**config.mk**
```make
export PLATFORM = sky130hd
export DESIGN_NAME = buffer_entry_allocator_with_aging
export DESIGN_NICKNAME = d
export VERILOG_FILES = /design/src/rtl/bea_pkg.sv /design/src/rtl/bea_ram.sv /design/src/rtl/bea_ctrl.sv /design/src/rtl/bea_dp.sv /design/src/rtl/buffer_entry_allocator_with_aging.sv
export SDC_FILE = /design/constraint.sdc
export NUM_CORES = 2
export LEC_CHECK = 0
export BUFFER_PORTS_ARGS = -buffer_cell sky130_fd_sc_hd__buf_2
export CORE_MARGIN = 2
export CORE_UTILIZATION = 45
export CTS_BUF_LIST = sky130_fd_sc_hd__clkbuf_8 sky130_fd_sc_hd__clkbuf_16
export DETAILED_ROUTE_END_ITERATION = 6
export PLACE_DENSITY = 0.66
export SLEW_MARGIN = 20
export SYNTH_ARGS = -nofsm -noshare
export SYNTH_HDL_FRONTEND = slang
export SYNTH_SLANG_ARGS = --single-unit
```
**constraint.sdc**
```tcl
create_clock -name clock -period 6.1 [get_ports clock]
set_clock_uncertainty 0.15 [all_clocks]
set_input_delay 0.61 -clock clock [delete_from_list [all_inputs] [get_ports clock]]
set_output_delay 0.61 -clock clock [all_outputs]
set_load 0.005 [all_outputs]
```
**src/rtl/bea_pkg.sv**
```systemverilog
// Shared types and constants for the buffer entry allocator.
`timescale 1ns / 1ps
package bea_pkg;

   localparam int ENTRIES_DEFAULT    = 64;
   localparam int COUNT_BITS_DEFAULT = 8;

   localparam int KIND_W = 3;
   localparam int IDX_W  = 6;
   localparam int PRIO_W = 2;
   localparam int THR_W  = 6;
   localparam logic [THR_W-1:0] THR_RESET = 6'd16;

   // Request kinds.
   localparam logic [KIND_W-1:0] K_RESERVE = 3'd0;
   localparam logic [KIND_W-1:0] K_TOUCH   = 3'd1;
   localparam logic [KIND_W-1:0] K_USE     = 3'd2;
   localparam logic [KIND_W-1:0] K_RELEASE = 3'd3;
   localparam logic [KIND_W-1:0] K_SETPRIO = 3'd4;

   // Entry states.
   localparam logic [1:0] ES_FREE     = 2'd0;
   localparam logic [1:0] ES_RESERVED = 2'd1;
   localparam logic [1:0] ES_USING    = 2'd2;
   localparam logic [1:0] ES_IDLE     = 2'd3;

   // Entry priorities.
   localparam logic [1:0] PR_NORMAL = 2'd0;
   localparam logic [1:0] PR_DROP   = 2'd1;
   localparam logic [1:0] PR_KEEP   = 2'd2;

   typedef enum logic [3:0] {
      S_CLEAR,
      S_IDLE,
      S_DISPATCH,
      S_RMW_RD,
      S_RMW_WR,
      S_POP_RD,
      S_POP_WR,
      S_DF_RD,
      S_DF_WR,
      S_SW_RD,
      S_SW_WR,
      S_DONE
   } fsm_type;

   typedef struct packed {
      logic clear_wr;
      logic req_load;
      logic rmw_rd;
      logic rmw_wr;
      logic pop_rd;
      logic pop_wr;
      logic fail;
      logic noop_ok;
      logic df_init;
      logic df_rd;
      logic df_wr;
      logic pass_init;
      logic sw_rd;
      logic sw_wr;
      logic rsp_load;
   } cmd_type;

   typedef struct packed {
      logic clear_last;
      logic kind_reserve;
      logic kind_simple;
      logic free_zero;
      logic head_zero;
      logic df_last;
      logic df_hit;
      logic released;
      logic sw_drop;
      logic sw_stop;
      logic last_visit;
      logic pinned_low;
      logic rsp_free;
   } sts_type;

endpackage

```
**src/rtl/bea_ram.sv**
```systemverilog
// Generic single-write, single-read RAM with registered read data.
`timescale 1ns / 1ps
module bea_ram #(
   parameter int WIDTH = 8,
   parameter int DEPTH = 64
) (
   input  logic                     clock,
   input  logic                     we,
   input  logic [$clog2(DEPTH)-1:0] waddr,
   input  logic [WIDTH-1:0]         wdata,
   input  logic [$clog2(DEPTH)-1:0] raddr,
   output logic [WIDTH-1:0]         rdata
);

   logic [WIDTH-1:0] mem [DEPTH];
   logic [WIDTH-1:0] rdata_ff;

   always_ff @(posedge clock) begin
      if (we) begin
         mem[waddr] <= wdata;
      end
      rdata_ff <= mem[raddr];
   end

   assign rdata = rdata_ff;

endmodule

```
**src/rtl/bea_ctrl.sv**
```systemverilog
// Sequencer for reserve, release scans, clock sweep and simple updates.
`timescale 1ns / 1ps
module bea_ctrl (
   input  logic            clock,
   input  logic            reset,
   input  logic            req_tvalid,
   output logic            req_tready,
   input  bea_pkg::sts_type sts,
   output bea_pkg::cmd_type cmd
);

   bea_pkg::fsm_type state_ff, state_in;

   always_ff @(posedge clock) begin
      if (reset) begin
         state_ff <= bea_pkg::S_CLEAR;
      end else begin
         state_ff <= state_in;
      end
   end

   always_comb begin
      state_in   = state_ff;
      cmd        = '0;
      req_tready = 1'b0;
      case (state_ff)
         bea_pkg::S_CLEAR: begin
            cmd.clear_wr = 1'b1;
            if (sts.clear_last) state_in = bea_pkg::S_IDLE;
         end
         bea_pkg::S_IDLE: begin
            req_tready = 1'b1;
            if (req_tvalid) begin
               cmd.req_load = 1'b1;
               state_in     = bea_pkg::S_DISPATCH;
            end
         end
         bea_pkg::S_DISPATCH: begin
            if (sts.kind_reserve) begin
               if (sts.free_zero) begin
                  cmd.df_init = 1'b1;
                  state_in    = bea_pkg::S_DF_RD;
               end else begin
                  state_in = bea_pkg::S_POP_RD;
               end
            end else if (sts.kind_simple) begin
               state_in = bea_pkg::S_RMW_RD;
            end else begin
               cmd.noop_ok = 1'b1;
               state_in    = bea_pkg::S_DONE;
            end
         end
         bea_pkg::S_RMW_RD: begin
            cmd.rmw_rd = 1'b1;
            state_in   = bea_pkg::S_RMW_WR;
         end
         bea_pkg::S_RMW_WR: begin
            cmd.rmw_wr = 1'b1;
            state_in   = bea_pkg::S_DONE;
         end
         bea_pkg::S_POP_RD: begin
            cmd.pop_rd = 1'b1;
            if (sts.head_zero) begin
               cmd.fail = 1'b1;
               state_in = bea_pkg::S_DONE;
            end else begin
               state_in = bea_pkg::S_POP_WR;
            end
         end
         bea_pkg::S_POP_WR: begin
            cmd.pop_wr = 1'b1;
            state_in   = bea_pkg::S_DONE;
         end
         bea_pkg::S_DF_RD: begin
            cmd.df_rd = 1'b1;
            state_in  = bea_pkg::S_DF_WR;
         end
         bea_pkg::S_DF_WR: begin
            cmd.df_wr = 1'b1;
            if (!sts.df_last) begin
               state_in = bea_pkg::S_DF_RD;
            end else if (sts.released || sts.df_hit) begin
               state_in = bea_pkg::S_POP_RD;
            end else begin
               cmd.pass_init = 1'b1;
               state_in      = bea_pkg::S_SW_RD;
            end
         end
         bea_pkg::S_SW_RD: begin
            cmd.sw_rd = 1'b1;
            state_in  = bea_pkg::S_SW_WR;
         end
         bea_pkg::S_SW_WR: begin
            cmd.sw_wr = 1'b1;
            if (sts.sw_stop) begin
               state_in = bea_pkg::S_POP_RD;
            end else if (!sts.last_visit) begin
               state_in = bea_pkg::S_SW_RD;
            end else if (!sts.released && !sts.sw_drop && sts.pinned_low) begin
               cmd.pass_init = 1'b1;
               state_in      = bea_pkg::S_SW_RD;
            end else begin
               state_in = bea_pkg::S_POP_RD;
            end
         end
         bea_pkg::S_DONE: begin
            if (sts.rsp_free) begin
               cmd.rsp_load = 1'b1;
               state_in     = bea_pkg::S_IDLE;
            end
         end
         default: begin
            state_in = bea_pkg::S_IDLE;
         end
      endcase
   end

endmodule

```
**src/rtl/bea_dp.sv**
```systemverilog
// Entry table, free list head, counters, clock hand and result registers.
`timescale 1ns / 1ps
module bea_dp #(
   parameter int ENTRIES    = bea_pkg::ENTRIES_DEFAULT,
   parameter int COUNT_BITS = bea_pkg::COUNT_BITS_DEFAULT
) (
   input  logic                          clock,
   input  logic                          reset,
   input  bea_pkg::cmd_type              cmd,
   output bea_pkg::sts_type              sts,
   input  logic [bea_pkg::KIND_W-1:0]    req_kind,
   input  logic [bea_pkg::IDX_W-1:0]     req_idx,
   input  logic [bea_pkg::PRIO_W-1:0]    req_prio,
   input  logic                          csr_valid,
   input  logic [bea_pkg::THR_W-1:0]     csr_data,
   input  logic                          rsp_tready,
   output logic                          rsp_tvalid,
   output logic                          rsp_ok,
   output logic [bea_pkg::IDX_W-1:0]     rsp_granted,
   output logic [bea_pkg::IDX_W-1:0]     rsp_free
);

   localparam int IDXW = $clog2(ENTRIES);
   localparam int WW   = IDXW + COUNT_BITS + 4;
   localparam int EXW  = IDXW + bea_pkg::IDX_W;
   localparam int CMPW = IDXW + bea_pkg::THR_W;
   localparam int PW   = IDXW + 1;
   localparam logic [IDXW-1:0]       LAST    = IDXW'(ENTRIES - 1);
   localparam logic [IDXW-1:0]       ONE     = IDXW'(1);
   localparam logic [PW-1:0]         PIN_LIM = PW'(ENTRIES - 1);
   localparam logic [COUNT_BITS-1:0] CNT_MAX = '1;

   // Request registers.
   logic [bea_pkg::KIND_W-1:0] kind_ff;
   logic [bea_pkg::IDX_W-1:0]  idx_ff;
   logic [bea_pkg::PRIO_W-1:0] prio_ff;

   // Control and bookkeeping.
   logic [IDXW-1:0]           head_ff, head_in;
   logic [IDXW-1:0]           free_ff, free_in;
   logic [IDXW-1:0]           hand_ff, hand_in;
   logic [IDXW-1:0]           scan_ff, scan_in;
   logic [IDXW-1:0]           visit_ff, visit_in;
   logic [PW-1:0]             pinned_ff, pinned_in;
   logic                      released_ff, released_in;
   logic [bea_pkg::THR_W-1:0] thr_ff;
   logic                      ok_ff, ok_in;
   logic [IDXW-1:0]           grant_ff, grant_in;
   logic                      rvalid_ff, rvalid_in;
   logic                      rok_ff;
   logic [bea_pkg::IDX_W-1:0] rgrant_ff, rfree_ff;

   // Memory port.
   logic            we;
   logic [IDXW-1:0] waddr, raddr;
   logic [WW-1:0]   wdata, rdata;

   // Read fields.
   logic [IDXW-1:0]       rd_link;
   logic [COUNT_BITS-1:0] rd_cnt, dec_cnt;
   logic [1:0]            rd_pr, rd_st, new_pr;
   logic [EXW-1:0]        idx_ext;
   logic [IDXW-1:0]       idx_addr;
   logic                  sw_skip, sw_freeable, sw_drop, df_hit;
   logic [PW-1:0]         pinned_next;
   logic [IDXW-1:0]       free_plus;
   logic [EXW-1:0]        grant_ext, free_ext;

   bea_ram #(
      .WIDTH (WW),
      .DEPTH (ENTRIES)
   ) u_ram (
      .clock (clock),
      .we    (we),
      .waddr (waddr),
      .wdata (wdata),
      .raddr (raddr),
      .rdata (rdata)
   );

   assign rd_link  = rdata[IDXW-1:0];
   assign rd_cnt   = rdata[IDXW +: COUNT_BITS];
   assign rd_pr    = rdata[IDXW+COUNT_BITS +: 2];
   assign rd_st    = rdata[IDXW+COUNT_BITS+2 +: 2];
   assign dec_cnt  = (rd_cnt != '0) ? rd_cnt - COUNT_BITS'(1) : rd_cnt;
   assign idx_ext  = {{IDXW{1'b0}}, idx_ff};
   assign idx_addr = idx_ext[IDXW-1:0];
   assign new_pr   = (prio_ff > bea_pkg::PR_KEEP) ? bea_pkg::PR_KEEP : prio_ff;
   assign free_plus = free_ff + ONE;

   assign df_hit      = (rd_st == bea_pkg::ES_IDLE) && (rd_pr == bea_pkg::PR_DROP);
   assign sw_skip     = (rd_st == bea_pkg::ES_FREE) || (rd_st == bea_pkg::ES_RESERVED);
   assign sw_freeable = (rd_pr == bea_pkg::PR_NORMAL) && (rd_st == bea_pkg::ES_IDLE);
   assign sw_drop     = !sw_skip && sw_freeable && (dec_cnt == '0);
   assign pinned_next = pinned_ff + PW'(sw_skip || !sw_freeable);

   // Read address.
   always_comb begin
      raddr = hand_ff;
      if (cmd.rmw_rd) raddr = idx_addr;
      else if (cmd.pop_rd) raddr = head_ff;
      else if (cmd.df_rd) raddr = scan_ff;
   end

   // Write port: clear, update, pop and drop words.
   always_comb begin
      we    = 1'b0;
      waddr = hand_ff;
      wdata = {rd_st, rd_pr, dec_cnt, rd_link};
      if (cmd.clear_wr) begin
         we    = 1'b1;
         waddr = scan_ff;
         wdata = {bea_pkg::ES_FREE, bea_pkg::PR_NORMAL, {COUNT_BITS{1'b0}},
                  (scan_ff == LAST) ? {IDXW{1'b0}} : scan_ff + ONE};
      end else if (cmd.rmw_wr) begin
         we    = 1'b1;
         waddr = idx_addr;
         wdata = rdata;
         case (kind_ff)
            bea_pkg::K_TOUCH: begin
               if (rd_cnt != CNT_MAX) wdata = {rd_st, rd_pr, rd_cnt + COUNT_BITS'(1), rd_link};
            end
            bea_pkg::K_USE: begin
               if (rd_st != bea_pkg::ES_FREE) wdata = {bea_pkg::ES_USING, rd_pr, rd_cnt, rd_link};
            end
            bea_pkg::K_RELEASE: begin
               if (rd_st != bea_pkg::ES_FREE) wdata = {bea_pkg::ES_IDLE, rd_pr, rd_cnt, rd_link};
            end
            bea_pkg::K_SETPRIO: begin
               wdata = {rd_st, new_pr, rd_cnt, rd_link};
            end
            default: begin
               wdata = rdata;
            end
         endcase
      end else if (cmd.pop_wr) begin
         we    = 1'b1;
         waddr = head_ff;
         wdata = {bea_pkg::ES_RESERVED, bea_pkg::PR_NORMAL, {COUNT_BITS{1'b0}}, head_ff};
      end else if (cmd.df_wr) begin
         we    = df_hit;
         waddr = scan_ff;
         wdata = {bea_pkg::ES_FREE, rd_pr, {COUNT_BITS{1'b0}}, head_ff};
      end else if (cmd.sw_wr) begin
         we    = !sw_skip;
         waddr = hand_ff;
         if (sw_drop) wdata = {bea_pkg::ES_FREE, rd_pr, {COUNT_BITS{1'b0}}, head_ff};
      end
   end

   // Bookkeeping next state.
   always_comb begin
      head_in     = head_ff;
      free_in     = free_ff;
      hand_in     = hand_ff;
      scan_in     = scan_ff;
      visit_in    = visit_ff;
      pinned_in   = pinned_ff;
      released_in = released_ff;
      ok_in       = ok_ff;
      grant_in    = grant_ff;
      if (cmd.clear_wr) scan_in = scan_ff + ONE;
      if (cmd.df_init) begin
         scan_in     = ONE;
         released_in = 1'b0;
      end
      if (cmd.df_wr) begin
         scan_in = scan_ff + ONE;
         if (df_hit) begin
            head_in     = scan_ff;
            free_in     = free_plus;
            released_in = 1'b1;
         end
      end
      if (cmd.sw_wr) begin
         visit_in  = visit_ff + ONE;
         pinned_in = pinned_next;
         if (sw_drop) begin
            head_in     = hand_ff;
            free_in     = free_plus;
            released_in = 1'b1;
         end
         if (!sts.sw_stop) hand_in = (hand_ff == LAST) ? ONE : hand_ff + ONE;
      end
      if (cmd.pass_init) begin
         visit_in  = '0;
         pinned_in = '0;
      end
      if (cmd.pop_wr) begin
         head_in  = rd_link;
         if (free_ff != '0) free_in = free_ff - ONE;
         ok_in    = 1'b1;
         grant_in = head_ff;
      end
      if (cmd.fail) begin
         ok_in    = 1'b0;
         grant_in = '0;
      end
      if (cmd.noop_ok || cmd.rmw_wr) begin
         ok_in    = 1'b1;
         grant_in = '0;
      end
   end

   assign grant_ext = {{bea_pkg::IDX_W{1'b0}}, grant_ff};
   assign free_ext  = {{bea_pkg::IDX_W{1'b0}}, free_ff};
   assign rvalid_in = cmd.rsp_load ? 1'b1 : (rsp_tready ? 1'b0 : rvalid_ff);

   always_ff @(posedge clock) begin
      if (reset) begin
         head_ff     <= ONE;
         free_ff     <= LAST;
         hand_ff     <= ONE;
         scan_ff     <= '0;
         released_ff <= 1'b0;
         thr_ff      <= bea_pkg::THR_RESET;
         rvalid_ff   <= 1'b0;
      end else begin
         head_ff     <= head_in;
         free_ff     <= free_in;
         hand_ff     <= hand_in;
         scan_ff     <= scan_in;
         released_ff <= released_in;
         rvalid_ff   <= rvalid_in;
         if (csr_valid) thr_ff <= csr_data;
      end
   end

   always_ff @(posedge clock) begin
      visit_ff  <= visit_in;
      pinned_ff <= pinned_in;
      ok_ff     <= ok_in;
      grant_ff  <= grant_in;
      if (cmd.req_load) begin
         kind_ff <= req_kind;
         idx_ff  <= req_idx;
         prio_ff <= req_prio;
      end
      if (cmd.rsp_load) begin
         rok_ff    <= ok_ff;
         rgrant_ff <= grant_ext[bea_pkg::IDX_W-1:0];
         rfree_ff  <= free_ext[bea_pkg::IDX_W-1:0];
      end
   end

   always_comb begin
      sts              = '0;
      sts.clear_last   = (scan_ff == LAST);
      sts.kind_reserve = (kind_ff == bea_pkg::K_RESERVE);
      sts.kind_simple  = (kind_ff inside {bea_pkg::K_TOUCH, bea_pkg::K_USE,
                                          bea_pkg::K_RELEASE, bea_pkg::K_SETPRIO}) &&
                         (idx_ff != '0) && (idx_ext < EXW'(ENTRIES));
      sts.free_zero    = (free_ff == '0);
      sts.head_zero    = (head_ff == '0);
      sts.df_last      = (scan_ff == LAST);
      sts.df_hit       = df_hit;
      sts.released     = released_ff;
      sts.sw_drop      = sw_drop;
      sts.sw_stop      = sw_drop && (CMPW'(free_plus) > CMPW'(thr_ff));
      sts.last_visit   = (visit_ff == LAST);
      sts.pinned_low   = (pinned_next < PIN_LIM);
      sts.rsp_free     = !rvalid_ff || rsp_tready;
   end

   assign rsp_tvalid  = rvalid_ff;
   assign rsp_ok      = rok_ff;
   assign rsp_granted = rgrant_ff;
   assign rsp_free    = rfree_ff;

endmodule

```
**src/rtl/buffer_entry_allocator_with_aging.sv**
```systemverilog
// Top level of the buffer entry allocator with clock-hand aging.
//
//  channel | direction | handshake            | payload
//  --------+-----------+----------------------+----------------------------------------
//  req     | in        | req_tvalid/tready    | tuser: kind; tdata: entry_index, prio
//  rsp     | out       | rsp_tvalid/tready    | tdata: ok, granted_index, free_entries
//  csr     | in        | csr_valid/csr_ready  | csr_data: release_threshold
//
// One word is worked on at a time. Touch, use, release and set priority on a
// valid index, and a reserve finding a free entry, go through accept, dispatch,
// table read, table write and result load; other kinds and bad indices skip
// the table steps. A reserve on an empty list runs the drop-first scan and, if
// it frees nothing, the clock sweep; each scan step or visit is a table read
// and a table write. After reset every entry is cleared in turn; req_tready
// stays low meanwhile. A result waiting on rsp_tready stalls only the final step.
`timescale 1ns / 1ps
module buffer_entry_allocator_with_aging #(
   parameter int ENTRIES    = bea_pkg::ENTRIES_DEFAULT,
   parameter int COUNT_BITS = bea_pkg::COUNT_BITS_DEFAULT
) (
   input  logic        clock,
   input  logic        reset,
   input  logic        req_tvalid,
   output logic        req_tready,
   input  logic [7:0]  req_tdata,   // [5:0] entry_index, [7:6] new_priority
   input  logic [2:0]  req_tuser,   // [2:0] kind
   output logic        rsp_tvalid,
   input  logic        rsp_tready,
   output logic [15:0] rsp_tdata,   // [0] ok, [6:1] granted_index, [12:7] free_entries
   input  logic        csr_valid,
   output logic        csr_ready,
   input  logic [5:0]  csr_data     // release_threshold
);

   bea_pkg::cmd_type cmd;
   bea_pkg::sts_type sts;

   logic                          rsp_ok;
   logic [bea_pkg::IDX_W-1:0]     rsp_granted, rsp_free;

   // Threshold writes are always taken.
   assign csr_ready = 1'b1;

   bea_ctrl u_ctrl (
      .clock      (clock),
      .reset      (reset),
      .req_tvalid (req_tvalid),
      .req_tready (req_tready),
      .sts        (sts),
      .cmd        (cmd)
   );

   bea_dp #(
      .ENTRIES    (ENTRIES),
      .COUNT_BITS (COUNT_BITS)
   ) u_dp (
      .clock       (clock),
      .reset       (reset),
      .cmd         (cmd),
      .sts         (sts),
      .req_kind    (req_tuser),
      .req_idx     (req_tdata[5:0]),
      .req_prio    (req_tdata[7:6]),
      .csr_valid   (csr_valid),
      .csr_data    (csr_data),
      .rsp_tready  (rsp_tready),
      .rsp_tvalid  (rsp_tvalid),
      .rsp_ok      (rsp_ok),
      .rsp_granted (rsp_granted),
      .rsp_free    (rsp_free)
   );

   assign rsp_tdata = {3'b000, rsp_free, rsp_granted, rsp_ok};

endmodule

```
Word level (Yosys, flattened, before mapping) --
Memory sizes are Yosys's and may differ from the RTL's. A register that Yosys moved wholly into a read port is not among the register bits. Cells that the tools add are included.
Cells by class: $add $sub $neg 8, magnitude comparators 4, equal/unequal tests 25, multiplexer cells 90, bitwise logic cells 1, reductions and logical operators 38
Operators by type and width (number):
- $mux W18 | 8
- $mux W6 | 23
- $pmux W18 S4 | 1
- $mux W4 | 11
- $pmux W4 S11 | 1
- $mux W1 | 40
- $add A6 B1 Y6 const B | 4
- $eq A6 B6 Y1 const B | 3
- $eq A4 B3 Y1 const B | 4
- $eq A4 B4 Y1 const B | 4
- $mux W14 | 1
- $logic_not A6 Y1 | 2
- $reduce_bool A6 Y1 | 2
- $logic_and A1 B1 Y1 | 9
- $add A8 B1 Y8 const B | 1
- $eq A4 B2 Y1 const B | 2
- $logic_not A8 Y1 | 1
- $mux W8 | 1
- $ne A8 B8 Y1 const B | 1
- $reduce_bool A8 Y1 | 1
- $sub A8 B1 Y8 const B | 1
- $add A7 B1 Y7 | 1
- $lt A6 B7 Y1 const B | 1
- $lt A7 B6 Y1 const B | 1
- 25 further kinds | 42
Storage, ports and cells: register bits after elaboration 80, bits in writable memories 1152, input port bits 22, output and inout bits 19, memories 1
Memory list:
- u_dp.u_ram.mem | depth 64, bits a word 18, rd ports 1, clocked after memory_dff 1, wr ports 1, RTL line bea_ram.sv:15 | logic [WIDTH-1:0] mem [DEPTH];

Logic depth before layout (Yosys ltp) --
word-level depth 12, mapped depth 13, mapped depth without buffers 11

Modules after synthesis --
Synthesis repeated with hierarchy kept, for this count alone.
Unflattened totals: cells, all modules 2605, area total of the unflattened synthesis 49932.9 µm²
Modules (own cells, without submodules):
- bea_ram | times used 1, cells an instance 1957, area an instance 44621.5 µm², seq. area each 34953.5 µm²
- bea_dp | times used 1, cells an instance 566, area an instance 4778.3 µm², seq. area each 1761.7 µm²
- bea_ctrl | times used 1, cells an instance 75, area an instance 488.0 µm², seq. area each 80.1 µm²
- buffer_entry_allocator_with_aging | times used 1, cells an instance 7, area an instance 45.0 µm², seq. area each 0.0 µm²

Least setup slack after synthesis --
Ideal clock, no wire load.
path kind reg-to-reg, start point register u_dp.u_ram.rdata_ff[7] (netlist: u_dp.u_ram.rdata[7]) (read register of u_dp.u_ram.mem), end point memory u_dp.u_ram.mem[0][8] in the netlist's numbering (data pin), library setup time 721 ps, data arrival time 4728 ps, required time 5229 ps, path slack 501 ps, stages on the path, launching flop included 9, path buffers 2, clock period less this slack 5599 ps, path through dfxtp_1 > or2_2 > or4b_2 > a41oi_1 > or4_1 > buf_2 > buf_2 > a21oi_1 > a211oi_1
On the way: longest elaborated chain between the ends 10, elaborated cells on any way between the ends 15, classes of those cells add/sub: 2; eq/ne: 1; mux: 9; reduce/logical: 3
RTL lines:
- from (decl) | RTL line bea_ram.sv:16 | logic [WIDTH-1:0] rdata_ff;
- $sub A8 B1 Y8 / $reduce_bool A8 Y1 (equally long branches) | RTL line bea_dp.sv:85 | assign dec_cnt = (rd_cnt != '0) ? rd_cnt - COUNT_BITS'(1) : rd_cnt;
- $mux W8 | RTL line bea_dp.sv:85
- $logic_not A8 Y1 | RTL line bea_dp.sv:94 | assign sw_drop = !sw_skip && sw_freeable && (dec_cnt == '0);
- $logic_and A1 B1 Y1 | RTL line bea_dp.sv:94
- $mux W18 | RTL line bea_dp.sv:147 | if (sw_drop) wdata = {bea_pkg::ES_FREE, rd_pr, {COUNT_BITS{1'b0}}, head_ff};
- $mux W18 | RTL line bea_dp.sv:144 | end else if (cmd.sw_wr) begin
- $mux W18 | RTL line bea_dp.sv:140 | end else if (cmd.df_wr) begin
- $mux W18 | RTL line bea_dp.sv:136 | end else if (cmd.pop_wr) begin
- $mux W18 * | RTL line bea_dp.sv:115 | end else if (cmd.rmw_wr) begin
- $mux W18 * | RTL line bea_dp.sv:110 | if (cmd.clear_wr) begin
- named net u_dp.u_ram.wdata[8] | RTL line bea_ram.sv:10 | input logic [WIDTH-1:0] wdata,
- to (decl) | RTL line bea_ram.sv:15
Mark *: on every way through the listed nets, which the timed path passes. The rest lies on a longest branch.

Final worst setup path --
start point register u_ctrl.state_ff[2], end point register u_dp.u_ram.rdata_ff[9] (netlist: u_dp.u_ram.rdata[9]) (read register of u_dp.u_ram.mem)
On the way: longest elaborated chain between the ends 5, elaborated cells on any way between the ends 9, classes of those cells eq/ne: 3; mux: 6
RTL lines:
- from (decl) | RTL line bea_ctrl.sv:12 | bea_pkg::fsm_type state_ff, state_in;
- from (signal assigned) | RTL line bea_ctrl.sv:16 | state_ff <= bea_pkg::S_CLEAR;
- from (signal assigned) | RTL line bea_ctrl.sv:18 | state_ff <= state_in;
- $eq A4 B3 Y1 | RTL line bea_ctrl.sv:26 | case (state_ff)
- $mux W1 | RTL line bea_ctrl.sv:26
- $mux W6 | RTL line bea_dp.sv:102 | else if (cmd.df_rd) raddr = scan_ff;
- $mux W6 | RTL line bea_dp.sv:101 | else if (cmd.pop_rd) raddr = head_ff;
- $mux W6 * | RTL line bea_dp.sv:100 | if (cmd.rmw_rd) raddr = idx_addr;
Mark *: on every way between the ends. The rest lies on a longest branch, timed or not. A chain may end at the register's enable or synchronous reset.

==> flow_summary.toml <==
[grt]
antenna_found_initial = 0
grt_max_degree = 124
grt_pass1_vias = 30745
grt-ovfl-total = 0
grt_pass1_wl_um = 206000
grt_use_total_pct = 23.8

[sta]
setup_tns_ps = 0
min_period_ps = 5240
worst_pin_slew_ps = 1200
setup_viol = 0
layout_setup_ws_ps = 856
min_period_over_period_pct = 86.0
fmax_ghz = 0.191
drv_slew = 0
slew_headroom_pct = 19.2
grt_setup_unrepaired = "false"
final-hold-violation-count = 0

[place]
dp_slack_ps = 939
io_buffers = 36
gp_congestion = 0.945
dp_hpwl_um = 79500

[worst_setup_path]
start_kind = "flop"
path_class = "flop to flop"
crit_start = "u_ctrl.state_ff[2]"
cp-end-kind = "flop"
cp_slowest_stage_delay_ps = 1000
cp_cell_sequence = "nand2b_1 -> o32a_2 -> nand2_8 -> buf_12 -> mux2_2 -> a221o_1 -> nor4_1 -> nor4_1"
crit_family = "simple AND/OR/NAND/NOR gates"
cp_num_buf_inv = 1
worstPathMaxFanout = 94
crit_arrival_ps = 5680
r2r_cells = 8
timing.rr.end = "u_dp.u_ram.rdata[9]"
crit_end = "u_dp.u_ram.rdata[9]"
timing.rr.start = "u_ctrl.state_ff[2]"
crit_required_ps = 6540
cp_common_cell = "nor4_1"
slowest_stage = "dfxtp_1"
reg2reg_slack_ps = 860
cp.depth = 8

[drt]
antenna_left = 0
vias = 32848
routed_wl_um = 141000
dr.pass1.iters = 7
drt_iter0_drc = 3990
vias_per_cell = 6.25
drc = 1
post_drt_wl_per_cell_um = 26.9

[yosys]
yosysWarnings = 0
synth_area_per_cell_um2 = 14.3
yosys_register_bits = 1250
syn_area_um2 = 51300
synth.distinct_cells = 77
ys.flop_type = "edfxtp_1"
yosysSeqAreaShare_pct = 71.8
synth-async-reset-ratio_pct = 0
synth_edf_count = 1176
synth_cells = 3591

[power]
sw_frac_of_total_pct = 20.1
seqPwrFrac_pct = 54.6
vdd_drop_max_v = 0.000199
powerDensity_nw_per_um2 = 295
clockPowerShare_pct = 43.9
cellInternalPower_mw = 13.7
netSwitchingPower_mw = 3.46
power.leakage_nw = 19.1
power.share.combinational_pct = 1.5

[flow_run]
drv_cap = 0

[clocking]
path_clk_slew_ps = 60
cts.sinks = 1250
clk_latency_ps = 740
cts_resized = 0
cts_made_buffers = 130
cts_tree = "yes"
h-tree-depth = 4
root_buffer = "clkbuf_16"
ctsHoldBuffers = 17
cts_buffer_depth = 3
post-cts-setup-buffers = 0

[status]
status = "complete, but fails checks"
failed_checks = "DRC"

[layout]
nNetsFinal = 3693
fill_cells = 9133
layout_commonest_cell = "edfxtp_1"
most-common-layout-cells = "1176 x edfxtp_1, 516 x nand2_1, 228 x and3_1, 221 x a211oi_1, 208 x a311oi_1"
ff_latch_area_um2 = 36800
layout-drive-gt1-share_pct = 15.8
syn2layout_area_growth_pct = 13.6
multi_input_comb_area_um2 = 13600

[floorplanning]
die_area_um2 = 117000
io_pins = 41
row_count = 123
start_util_pct = 45.4
die_w_um = 342
die_y_um = 342
coreArea_um2 = 113000

[worst_hold_path]
hold_path_class = "input port to flop"
cell type report:
class                   instances  area share, %
well taps                    1500           3.22
clock inverters                94           1.09
flip-flops and latches       1250           63.2
repair buffers                213           3.16
multi-input cells            2040           23.3
inverters                      21          0.135
clock buffers                 140           5.90
diodes                          1        0.00430
power by group through the flow:
stage | registers [mW] | logic [mW] | clock network [mW]
after floorplan | 9.56 | 0.136 | 0
after global placement | 9.58 | 0.239 | 0
after detailed placement | 9.58 | 0.243 | 0
after CTS | 9.40 | 0.253 | 7.62
after global routing | 9.40 | 0.274 | 7.95
final | 9.40 | 0.257 | 7.55
registers in the layout, summed over array words and instances (netlist names):
name,flops
u_dp.u_ram.mem,1152
u_dp.u_ram.rdata,18
u_dp.pinned_ff,7
u_dp.free_ff,6
u_dp.grant_ff,6
u_dp.hand_ff,6
u_dp.head_ff,6
u_dp.idx_addr,6
u_dp.rsp_free,6
u_dp.rsp_granted,6
u_dp.scan_ff,6
u_dp.thr_ff,6
u_dp.visit_ff,6
u_ctrl.state_ff,4
u_dp.kind_ff,3
u_dp.prio_ff,2
u_dp.ok_ff,1
u_dp.released_ff,1
u_dp.rsp_ok,1
u_dp.rsp_tvalid,1
synthesized netlist by cell type, types with 4 or more instances:
cell / count / area [µm²]
nand4_1: 17 / 106
and3_1: 228 / 1430
dfxtp_1: 74 / 1480
o22ai_1: 4 / 25.0
and2_1: 5 / 31.3
a311oi_1: 208 / 1820
nor3_1: 15 / 75.1
buf_4: 24 / 180
mux2i_1: 61 / 611
o211ai_1: 11 / 82.6
a31oi_1: 9 / 56.3
a22oi_1: 8 / 60.1
buf_2: 57 / 285
or4_1: 5 / 37.5
nand2b_1: 8 / 50.1
mux2_2: 108 / 1220
clkbuf_1: 186 / 698
nand2_1: 519 / 1950
inv_1: 21 / 78.8
nor4_1: 86 / 538
a21oi_1: 58 / 290
xor2_1: 15 / 131
ha_1: 15 / 188
buf_1: 9 / 33.8
a41oi_1: 4 / 35.0
xnor2_1: 12 / 105
nor2b_1: 10 / 62.6
nor3b_1: 6 / 45.0
nand3_1: 41 / 205
or3_1: 12 / 75.1
nor2_1: 151 / 567
a221o_1: 57 / 571
or2_2: 15 / 93.8
buf_6: 6 / 67.6
o221ai_1: 18 / 158
o21ai_0: 36 / 180
a211o_1: 4 / 35.0
edfxtp_1: 1176 / 35300
a211oi_1: 223 / 1670
kinds of logic after synthesis:
logic type / after synthesis / share of synthesized area [%]
other cells: 2 / 0.0146
mux: 170 / 3.59
buf+inv: 303 / 2.62
flops: 1250 / 71.8
fa+ha+maj: 16 / 0.386
compound gates: 690 / 10.6
xor+xnor: 27 / 0.461
simple gates: 1133 / 10.5
per-stage QoR:
stage          total power [mW]  std cells  util [%]  hold WS, ps  cell area, µm²
6_report                   17.2       5259      51.6          105           58300
5_1_grt                    17.6       5258      51.6          103           58300
4_1_cts                    17.3       5257      51.6         68.3           58200
3_5_place_dp               9.82       5006      47.9          276           54000
3_3_place_gp               9.82       5003      47.8          269           53900
2_1_floorplan              9.70       3593         -          256           51300
worst min path at each step:
stage,startpoint,endpoint,slack [ps],depth (start not counted)
global placement,u_dp.grant_ff[4],u_dp.rsp_granted[4],270,0
global route,csr_valid,u_dp.thr_ff[4],100,2
CTS,csr_valid,u_dp.thr_ff[4],70,2
floorplan,u_dp.free_ff[2],u_dp.rsp_free[2],260,0
finish,csr_valid,u_dp.thr_ff[4],110,2
detailed placement,u_dp.grant_ff[2],u_dp.rsp_granted[2],280,0
routing by layer:
metal | GRT usage (%) | routed length, µm | vias to the layer above
met2 | 37.1 | 65000 | 1604
met4 | 9.09 | 4990 | 0
met5 | 0 | 0 | -
met1 | 33.4 | 59000 | 16706
met3 | 4.16 | 12400 | 256
li1 | - | - | 14282
Power figures use the tool's default switching activity.
